===== src/rtl/swcf_pkg.sv =====
// shared types and constants for the sliding window curve feature block
// no dependencies
package swcf_pkg;

  // feature kinds carried in the result beat
  localparam logic [1:0] KIND_DELTA = 2'd0;
  localparam logic [1:0] KIND_NORM  = 2'd1;
  localparam logic [1:0] KIND_SQR   = 2'd2;

  // beat layout
  localparam int SAMPLE_W = 16;
  localparam int FEAT_W   = 17;
  localparam int POS_W    = 5;
  localparam int IN_TDATA_W  = 16;
  localparam int OUT_TDATA_W = 24;
  localparam int OUT_TUSER_W = 7;

  // serial divider: one quotient bit per cycle
  localparam int QUO_W = 17;
  localparam int CNT_W = 5;

  typedef enum logic [2:0] {
    ST_IDLE,
    ST_SCAN,
    ST_DELTA,
    ST_DIV_START,
    ST_DIV_WAIT,
    ST_NORM_EMIT,
    ST_SQ_MUL,
    ST_SQ_EMIT
  } state_t;

  // divider handshake with the sequencer
  typedef struct packed {
    logic busy;
    logic done;
  } div_status_t;

endpackage


===== src/rtl/sliding_window_curve_features_core.sv =====
// Once the window is full a sample gives 3*(WINDOW-1) result beats: the deltas, then for each
// deviation a divider run and its normal, then the squares. A new sample is taken only in
// idle, once the last square of the previous one has been emitted; the bit-serial divider
// takes 17 steps per normal. Samples that do not fill the window give no results, and the
// block stays ready for the next sample. Output stalls hold the sequencer.
// Reset clears the window to zero, the fill count and the sequencer; no result is pending.
// top level: window line, scan/delta/normal/square sequencer, output register
// depends on swcf_pkg and swcf_divider
module sliding_window_curve_features_core #(
  parameter int WINDOW = 9
) (
  input  logic        clk,
  input  logic        rst_n,
  input  logic        in_tvalid,
  output logic        in_tready,
  input  logic [15:0] in_tdata,   // [15:0] sample_value
  input  logic [0:0]  in_tuser,   // [0] first_of_curve
  output logic        out_tvalid,
  input  logic        out_tready,
  output logic [23:0] out_tdata,  // [16:0] feature_value, rest zero
  output logic [6:0]  out_tuser,  // [1:0] feature_kind, [6:2] window_position
  output logic        out_tlast   // last_feature
);

  localparam int K      = WINDOW - 1;
  localparam int CENTRE = WINDOW / 2;
  localparam int IW     = $clog2(WINDOW + 1);

  swcf_pkg::state_t state_r, state_nxt;

  logic signed [15:0] win_r  [WINDOW];
  logic signed [15:0] work_r [WINDOW];
  logic signed [16:0] devl_r [K];
  logic signed [15:0] ql_r   [K];
  logic signed [15:0] centre_r;
  logic signed [16:0] prev_r;
  logic [15:0]        max_r;
  logic [IW-1:0]      fill_r, fill_nxt;
  logic [IW-1:0]      idx_r;
  logic [31:0]        prod_r;

  logic               out_valid_r;
  logic signed [16:0] out_val_r;
  logic [1:0]         out_kind_r;
  logic [4:0]         out_pos_r;
  logic               out_last_r;

  logic               accept, go, can_emit, idx_end;
  logic signed [16:0] scan_dev;
  logic [15:0]        scan_abs;
  logic signed [17:0] dsum;
  logic signed [16:0] delta_val;
  logic [31:0]        rnd;
  logic signed [18:0] sq_full;
  logic signed [16:0] sq_val;

  // sequencer outputs
  logic               emit, adv, div_start;
  logic signed [16:0] emit_val;
  logic [1:0]         emit_kind;
  logic               emit_last;

  swcf_pkg::div_status_t div_st;
  logic signed [15:0]    div_q;

  swcf_divider u_div (
    .clk      (clk),
    .rst_n    (rst_n),
    .start    (div_start),
    .dev      (devl_r[0]),
    .max_abs  (max_r),
    .status   (div_st),
    .quotient (div_q)
  );

  assign in_tready = (state_r == swcf_pkg::ST_IDLE);
  assign accept    = in_tvalid & in_tready;
  assign can_emit  = !out_valid_r || out_tready;

  // fill count restarts at one on first_of_curve and saturates at the window length
  always_comb begin
    if (in_tuser[0]) fill_nxt = IW'(1);
    else if (fill_r < IW'(WINDOW)) fill_nxt = fill_r + 1'b1;
    else fill_nxt = fill_r;
  end
  assign go = (fill_nxt == IW'(WINDOW));

  assign idx_end = (state_r == swcf_pkg::ST_SCAN) ? (idx_r == IW'(WINDOW - 1))
                                                  : (idx_r == IW'(K - 1));

  // scan arithmetic
  assign scan_dev = 17'(work_r[0]) - 17'(centre_r);
  assign scan_abs = scan_dev[16] ? 16'(-scan_dev) : 16'(scan_dev);

  // smoothed delta: one-sided at the ends, halved central difference inside
  always_comb begin
    if (idx_r == '0) dsum = 18'(devl_r[1]) - 18'(devl_r[0]);
    else if (idx_r == IW'(K - 1)) dsum = 18'(devl_r[0]) - 18'(prev_r);
    else dsum = 18'(devl_r[1]) - 18'(prev_r);
    if (idx_r == '0 || idx_r == IW'(K - 1)) delta_val = 17'(dsum);
    else if (dsum[17]) delta_val = 17'(dsum >>> 1);
    else delta_val = 17'((dsum + 18'sd1) >>> 1);
  end

  // twice squared minus one
  assign rnd     = prod_r + 32'd8192;
  assign sq_full = $signed({1'b0, rnd[31:14]}) - 19'sd32768;
  assign sq_val  = (sq_full > 19'sd32767) ? 17'sd32767 : 17'(sq_full);

  // next state
  always_comb begin
    state_nxt = state_r;
    unique case (state_r)
      swcf_pkg::ST_IDLE:      if (accept && go) state_nxt = swcf_pkg::ST_SCAN;
      swcf_pkg::ST_SCAN:      if (idx_end) state_nxt = swcf_pkg::ST_DELTA;
      swcf_pkg::ST_DELTA:     if (can_emit && idx_end) state_nxt = swcf_pkg::ST_DIV_START;
      swcf_pkg::ST_DIV_START: state_nxt = swcf_pkg::ST_DIV_WAIT;
      swcf_pkg::ST_DIV_WAIT:  if (div_st.done) state_nxt = swcf_pkg::ST_NORM_EMIT;
      swcf_pkg::ST_NORM_EMIT: if (can_emit) begin
        state_nxt = idx_end ? swcf_pkg::ST_SQ_MUL : swcf_pkg::ST_DIV_START;
      end
      swcf_pkg::ST_SQ_MUL:    state_nxt = swcf_pkg::ST_SQ_EMIT;
      swcf_pkg::ST_SQ_EMIT:   if (can_emit) begin
        state_nxt = idx_end ? swcf_pkg::ST_IDLE : swcf_pkg::ST_SQ_MUL;
      end
      default:                state_nxt = swcf_pkg::ST_IDLE;
    endcase
  end

  // sequencer outputs
  always_comb begin
    emit      = 1'b0;
    adv       = 1'b0;
    div_start = 1'b0;
    emit_val  = delta_val;
    emit_kind = swcf_pkg::KIND_DELTA;
    emit_last = 1'b0;
    unique case (state_r)
      swcf_pkg::ST_SCAN:      adv = 1'b1;
      swcf_pkg::ST_DELTA: begin
        emit = can_emit;
        adv  = can_emit;
      end
      swcf_pkg::ST_DIV_START: div_start = 1'b1;
      swcf_pkg::ST_NORM_EMIT: begin
        emit      = can_emit;
        adv       = can_emit;
        emit_val  = 17'(div_q);
        emit_kind = swcf_pkg::KIND_NORM;
      end
      swcf_pkg::ST_SQ_EMIT: begin
        emit      = can_emit;
        adv       = can_emit;
        emit_val  = sq_val;
        emit_kind = swcf_pkg::KIND_SQR;
        emit_last = idx_end;
      end
      default: ;
    endcase
  end

  // control registers
  always_ff @(posedge clk) begin
    if (!rst_n) begin
      state_r     <= swcf_pkg::ST_IDLE;
      fill_r      <= '0;
      idx_r       <= '0;
      out_valid_r <= 1'b0;
    end else begin
      state_r     <= state_nxt;
      out_valid_r <= emit | (out_valid_r & ~out_tready);
      if (accept) fill_r <= fill_nxt;
      if (accept || (adv && idx_end)) idx_r <= '0;
      else if (adv) idx_r <= idx_r + 1'b1;
    end
  end

  // window line, cleared by reset
  always_ff @(posedge clk) begin
    if (!rst_n) begin
      for (int j = 0; j < WINDOW; j++) win_r[j] <= '0;
    end else if (accept) begin
      for (int j = 0; j < WINDOW - 1; j++) win_r[j] <= win_r[j + 1];
      win_r[WINDOW - 1] <= $signed(in_tdata);
    end
  end

  // working copies: scan line, deviation ring, normal line
  always_ff @(posedge clk) begin
    if (accept) begin
      for (int j = 0; j < WINDOW - 1; j++) work_r[j] <= win_r[j + 1];
      work_r[WINDOW - 1] <= $signed(in_tdata);
      centre_r <= win_r[CENTRE + 1];
      max_r    <= 16'd1;
    end
    if (state_r == swcf_pkg::ST_SCAN) begin
      for (int j = 0; j < WINDOW - 1; j++) work_r[j] <= work_r[j + 1];
      if (scan_abs > max_r) max_r <= scan_abs;
      if (idx_r != IW'(CENTRE)) begin
        for (int j = 0; j < K - 1; j++) devl_r[j] <= devl_r[j + 1];
        devl_r[K - 1] <= scan_dev;
      end
    end
    if (adv && (state_r == swcf_pkg::ST_DELTA || state_r == swcf_pkg::ST_NORM_EMIT)) begin
      for (int j = 0; j < K - 1; j++) devl_r[j] <= devl_r[j + 1];
      devl_r[K - 1] <= devl_r[0];
      prev_r <= devl_r[0];
    end
    if (adv && state_r == swcf_pkg::ST_NORM_EMIT) begin
      for (int j = 0; j < K - 1; j++) ql_r[j] <= ql_r[j + 1];
      ql_r[K - 1] <= div_q;
    end
    if (adv && state_r == swcf_pkg::ST_SQ_EMIT) begin
      for (int j = 0; j < K - 1; j++) ql_r[j] <= ql_r[j + 1];
      ql_r[K - 1] <= ql_r[0];
    end
    if (state_r == swcf_pkg::ST_SQ_MUL) prod_r <= 32'(ql_r[0] * ql_r[0]);
  end

  // output register
  always_ff @(posedge clk) begin
    if (emit) begin
      out_val_r  <= emit_val;
      out_kind_r <= emit_kind;
      out_pos_r  <= 5'(idx_r);
      out_last_r <= emit_last;
    end
  end

  assign out_tvalid = out_valid_r;
  assign out_tdata  = {7'd0, out_val_r};
  assign out_tuser  = {out_pos_r, out_kind_r};
  assign out_tlast  = out_last_r;

  a_emit_free: assert property (@(posedge clk) disable iff (!rst_n)
    emit |-> (!out_valid_r || out_tready))
    else $error("result written over a beat not yet taken");

  a_last_sqr: assert property (@(posedge clk) disable iff (!rst_n)
    (emit && emit_last) |-> (emit_kind == swcf_pkg::KIND_SQR && idx_r == IW'(K - 1)))
    else $error("last flag on a result other than the final square");

  a_fill_max: assert property (@(posedge clk) disable iff (!rst_n)
    fill_r <= IW'(WINDOW))
    else $error("fill count beyond window length");

  a_div_idle: assert property (@(posedge clk) disable iff (!rst_n)
    div_start |-> !div_st.busy)
    else $error("divider restarted while busy");

endmodule


===== src/rtl/swcf_divider.sv =====
// bit-serial restoring divider producing the saturated q1.15 normal
// depends on swcf_pkg
module swcf_divider (
  input  logic                clk,
  input  logic                rst_n,
  input  logic                start,
  input  logic signed [16:0]  dev,
  input  logic [15:0]         max_abs,
  output swcf_pkg::div_status_t status,
  output logic signed [15:0]  quotient
);

  logic [15:0]              rem_r, rem_nxt;
  logic [16:0]              num_r, num_nxt;
  logic [swcf_pkg::QUO_W-1:0] quo_r, quo_nxt;
  logic [swcf_pkg::CNT_W-1:0] cnt_r, cnt_nxt;
  logic                     busy_r, busy_nxt;
  logic                     done_r, done_nxt;
  logic                     neg_r, neg_nxt;
  logic [15:0]              den_r, den_nxt;
  logic [16:0]              abs_dev;
  logic [31:0]              numer;
  logic [16:0]              trial;
  logic                     fits;

  // numerator is |dev| * 32768 plus half the divisor for rounding
  assign abs_dev = dev[16] ? 17'(-dev) : 17'(dev);
  assign numer   = {abs_dev[16:0], 15'd0} + {17'd0, max_abs[15:1]};
  assign trial   = {rem_r, num_r[16]};
  assign fits    = (trial >= {1'b0, den_r});

  // one quotient bit per cycle
  always_comb begin
    rem_nxt  = rem_r;
    num_nxt  = num_r;
    quo_nxt  = quo_r;
    cnt_nxt  = cnt_r;
    busy_nxt = busy_r;
    done_nxt = done_r;
    neg_nxt  = neg_r;
    den_nxt  = den_r;
    if (start) begin
      rem_nxt  = {1'b0, numer[31:17]};
      num_nxt  = numer[16:0];
      quo_nxt  = '0;
      cnt_nxt  = '0;
      busy_nxt = 1'b1;
      done_nxt = 1'b0;
      neg_nxt  = dev[16];
      den_nxt  = max_abs;
    end else if (busy_r) begin
      rem_nxt = fits ? 16'(trial - {1'b0, den_r}) : trial[15:0];
      num_nxt = {num_r[15:0], 1'b0};
      quo_nxt = {quo_r[swcf_pkg::QUO_W-2:0], fits};
      cnt_nxt = cnt_r + 1'b1;
      if (cnt_r == swcf_pkg::CNT_W'(swcf_pkg::QUO_W - 1)) begin
        busy_nxt = 1'b0;
        done_nxt = 1'b1;
      end
    end
  end

  always_ff @(posedge clk) begin
    if (!rst_n) begin
      busy_r <= 1'b0;
      done_r <= 1'b0;
      cnt_r  <= '0;
    end else begin
      busy_r <= busy_nxt;
      done_r <= done_nxt;
      cnt_r  <= cnt_nxt;
    end
  end

  always_ff @(posedge clk) begin
    rem_r <= rem_nxt;
    num_r <= num_nxt;
    quo_r <= quo_nxt;
    neg_r <= neg_nxt;
    den_r <= den_nxt;
  end

  // sign the magnitude, saturating positive results
  always_comb begin
    if (neg_r) quotient = 16'(-quo_r);
    else if (quo_r > 17'd32767) quotient = 16'sd32767;
    else quotient = 16'(quo_r);
  end

  assign status.busy = busy_r;
  assign status.done = done_r;

endmodule

===== config.mk =====
export PLATFORM = sky130hd
export DESIGN_NAME = sliding_window_curve_features_core
export DESIGN_NICKNAME = d
export VERILOG_FILES = /design/src/rtl/swcf_pkg.sv /design/src/rtl/sliding_window_curve_features_core.sv /design/src/rtl/swcf_divider.sv
export SDC_FILE = /design/constraint.sdc
export NUM_CORES = 2
export LEC_CHECK = 0
export BUFFER_PORTS_ARGS = -buffer_cell sky130_fd_sc_hd__buf_2
export CAP_MARGIN = 15
export CORE_MARGIN = 4
export CORE_UTILIZATION = 60
export DETAILED_ROUTE_END_ITERATION = 6
export HOLD_SLACK_MARGIN = 0.03
export PLACE_DENSITY = 0.76
export SYNTH_ARGS = -nofsm -noshare
export SYNTH_HDL_FRONTEND = slang
export SYNTH_SLANG_ARGS = --single-unit
export TNS_END_PERCENT = 5

===== constraint.sdc =====
create_clock -name clk -period 14.95 [get_ports clk]
set_clock_uncertainty 0.15 [all_clocks]
set_input_delay 2.99 -clock clk [delete_from_list [all_inputs] [get_ports clk]]
set_output_delay 2.99 -clock clk [all_outputs]
set_load 0.005 [all_outputs]

==> impl_results.md <==
- Status: finished clean
- CP Class: register to register
- Global-route wire length before repair: 133.1 mm
- Tcrit/Tclk final: 0.5361
- TritonRoute pass-1 iters: 5
- Register area share after synthesis: 0.5159
- Hold Crit Depth: 0
- Avg Inst Size Synth: 11.33 um^2
- Highest-delay cell along the critical path: edfxtp_1
- Max-Cap Viols: 0
- M3 GR Usage: 0.03470
- Area leader, netlist: edfxtp_1
- Cts hold-fix bufs: 0
- Worst slew margin: 0.2616
- Via count: 25405
- GRT Util Overall: 0.2332
- WP data arrival: 8.20 ns
- Complex-gate fraction of the synthesized area: 0.06628
- Main area contributors after synthesis: edfxtp_1, fa_1, ha_1
- Sw Pwr: 2.078 mW
- Number of buffers created by CTS: 73
- Post-Synth XOR/XNOR Area: 0.02982
- Setup Buffers After CTS: 0
- H-tree Lvls: 3
- Hold Path End: ql_r[0][69]
- Clock buffer depth: 3
- Syn. warnings: 0
- Filler cell count: 5044
- Rows: 95
- Seq pwr share: 0.432
- IO buf count: 46
- GRT overflow: 0
- Die W: 267.9 um
- Lkg Pwr: 18.58 nW
- FMAX: 124.8 MHz
- Hold_sp: ql_r[0][85]
- M1 GR Usage: 0.3235
- Clk_lat worst skew: 0.62 ns
- Cell Chain, Critical Path: clkinv_1 -> nor2_1 -> fa_1 -> inv_1 -> fa_1 -> inv_1 -> fa_1 -> fa_1 -> fa_1 -> inv_1 -> fa_1 -> inv_1 -> ha_1 -> a21oi_1 -> o21ai_0 -> or3_1 -> o22ai_1 -> o21ba_2 -> o21ai_0 -> o41a_1 -> a21oi_1 -> xnor2_1
- DRC errors left: 0
- Sw Share: 0.3287
- Worst slew pin tran: 1.105 ns
- Crit Path Max Fanout: 18
- Post-route ant nets: 0
- Maximum vdd drop: 0.0001302 V
- Final core utilization: 0.6545
- Seq cells post-synth: 714
- Synth cell types: 89
- Reg2Reg Setup Slack: 6.94 ns
- Post-synth EDFFs: 661
- Syn Inst Count: 3578
- Internal: 4.245 mW
- Largest net degree at the start of global routing: 101
- R2R depth: 22
- Setup_tns: 0 ns
- Area post-placement: 41540 um^2
- Core Region: 67040 um^2
- Post-synthesis mux area share: 0.01945
- Final hold vios: 0
- Gpl congestion: 0.8977
- CTS root buf: clkbuf_16
- Post-Synth Adder-Cell Area: 0.1748
- Final setup viols: 0
- Vias in the first global route: 25133
- Area Overhead vs Synth: 8.264%
- Post-DR vias/cell: 5.622
- Clock share of power: 0.277
- Design area: 43880 um^2
- Critical path data required time: 15.14 ns
- CTS clk-pin slew, worst paths: 0.06 ns
- Main combinational cell family by area after synthesis: adder cells
- Die H: 267.9 um
- DR WL/cell: 18.24 um
- Die area: 71770 um^2
- Sink Count: 714
- Initial Util: 0.6046
- Post-synth top area share: 0.4898
- Crit path top cell by count: fa_1
- RSZ-0062 raised after global routing: false
- Post-CTS Resized: 0
- Reg2reg start: ql_r[0][15]
- CTS tree: done
- Ports: 55
- Starting DRC count in detailed routing: 2217
- Share of cells above drive strength 1: 0.06912
- Simple-Gate Fraction of Synth Area: 0.1380
- RR Endpoint: prod_r[31]
- Nets: 4031
- Post-Route WL: 82.45 mm
- Cell Area, Synth: 40530 um^2
- WHS: 0.2426 ns
- Startpoint types: register
- Synth Flop Type: edfxtp_1
- Antenna diodes: 0
- Antenna violations before repair: 0
- Slowest Stage Delay on Critical Path: 0.78 ns
- Design Power: 6.323 mW
- Critical path capture point type: register
- Gate power share: 0.291
- Hold/Removal Path Class: register to register
- Post-DP HPWL: 57.08 mm
- Fin. max-slew vios: 0
- Pwr dens: 144.1 nW/um^2
- FFs w/ async S/R, synth: 0
- Most Crowded Layer GR: met2
- GR met2 Demand/Resource: 0.3756
- Min cycle time layout: 8.015 ns
critical path: cells and delay by family (launching register included):
family	cells	cell delay [ns]
compound gates	7	1.59
xor+xnor	1	0.08
fa+ha+maj	7	3.25
buf+inv	5	1.09
flops	1	0.78
simple gates	2	0.77
how the worst max path moves through the flow:
stage	to	startpoint	slack [ns]	cells past startpoint
after floorplan	devl_r[0][0]	out_tready	1.26	3
after global placement	prod_r[31]	ql_r[0][15]	7.19	22
after detailed placement	prod_r[31]	ql_r[0][15]	6.98	22
after CTS	prod_r[31]	ql_r[0][15]	6.94	22
after global routing	prod_r[31]	ql_r[0][15]	6.47	24
final	prod_r[31]	ql_r[0][15]	6.94	22
stage by stage:
step,worst slack (ns),cells
final,6.935,4519
after global routing,6.470,4519
after CTS,6.941,4518
after detailed placement,6.983,4383
after global placement,7.186,4383
after floorplan,1.258,3585
Yosys cell counts, drive strengths merged (26+ instances only):
library cell,number
mux2,38
nor2,206
inv,440
and2,50
fa,237
nand2b,26
o21a,28
nor3,46
ha,187
xor2,42
mux2i,36
xnor2,96
and3,143
a21oi,103
clkbuf,127
edfxtp,661
nand3,40
o21ai,124
nand2,598
nor2b,26
a21o,27
dfxtp,53
placed cells by master (no fill, tap or decap), types with 16 or more instances in the layout:
cell       count
a21o_1        27
a21oi_1      102
and2_1        50
and3_1       143
buf_2         45
buf_4         26
clkbuf_1      16
clkbuf_16     74
clkinv_1      20
dfxtp_1       53
edfxtp_1     661
fa_1         237
ha_1         187
inv_1        438
mux2_2        38
mux2i_1       36
nand2_1      595
nand2b_1      26
nand3_1       40
nand4_1       21
nor2_1       205
nor2b_1       26
nor3_1        42
o211ai_1      16
o21a_1        28
o21ai_0      117
xnor2_1       96
xor2_1        42
sequential cells by signal (all words and copies together) (netlist names), 17 cells and up:
| name | cells |
|---|---|
| devl_r | 136 |
| u_div.num_r | 17 |
| work_r | 144 |
| win_r | 128 |
| ql_r | 128 |
| out_val_r | 17 |
| prod_r | 19 |
| prev_r | 17 |
| u_div.quo_r | 17 |
area by class of cell:
class,instances,area (um^2),share of cell area
Clock buffer,90,1922,0.04380
Tap cell,873,1092,0.02489
Multi-Input combinational cell,2281,17450,0.3976
Timing Repair Buffer,72,424.2,0.009667
Clock inverter,45,414.1,0.009439
Inverter,444,1669,0.03804
Sequential cell,714,20910,0.4765
cell families (layout without fill, tap and decap cells):
logic type | Yosys count | after routing
other | 1 | 8
and+or+nand+nor | 1219 | 1219
DFF | 714 | 714
buffers and inverters | 590 | 651
AOI/OAI and AO/OA | 418 | 418
muxes | 74 | 74
adders and majority gates | 424 | 424
xor gates and xnor gates | 138 | 138
power groups by stage:
stage	clock network (mW)	registers (mW)	logic, mW
4_1_cts	1.79	2.73	1.83
6_report	1.75	2.73	1.84
2_1_floorplan	0	2.77	1.33
3_5_place_dp	0	2.77	1.82
3_3_place_gp	0	2.76	1.79
5_1_grt	1.88	2.76	2.05
layer usage:
metal,part of all wire,vias to the layer above
li1,-,12165
met1,0.43,12389
met2,0.47,683
met3,0.051,168
met4,0.045,0
met5,0,-
Note: power is estimated with default switching activity, not from simulation.
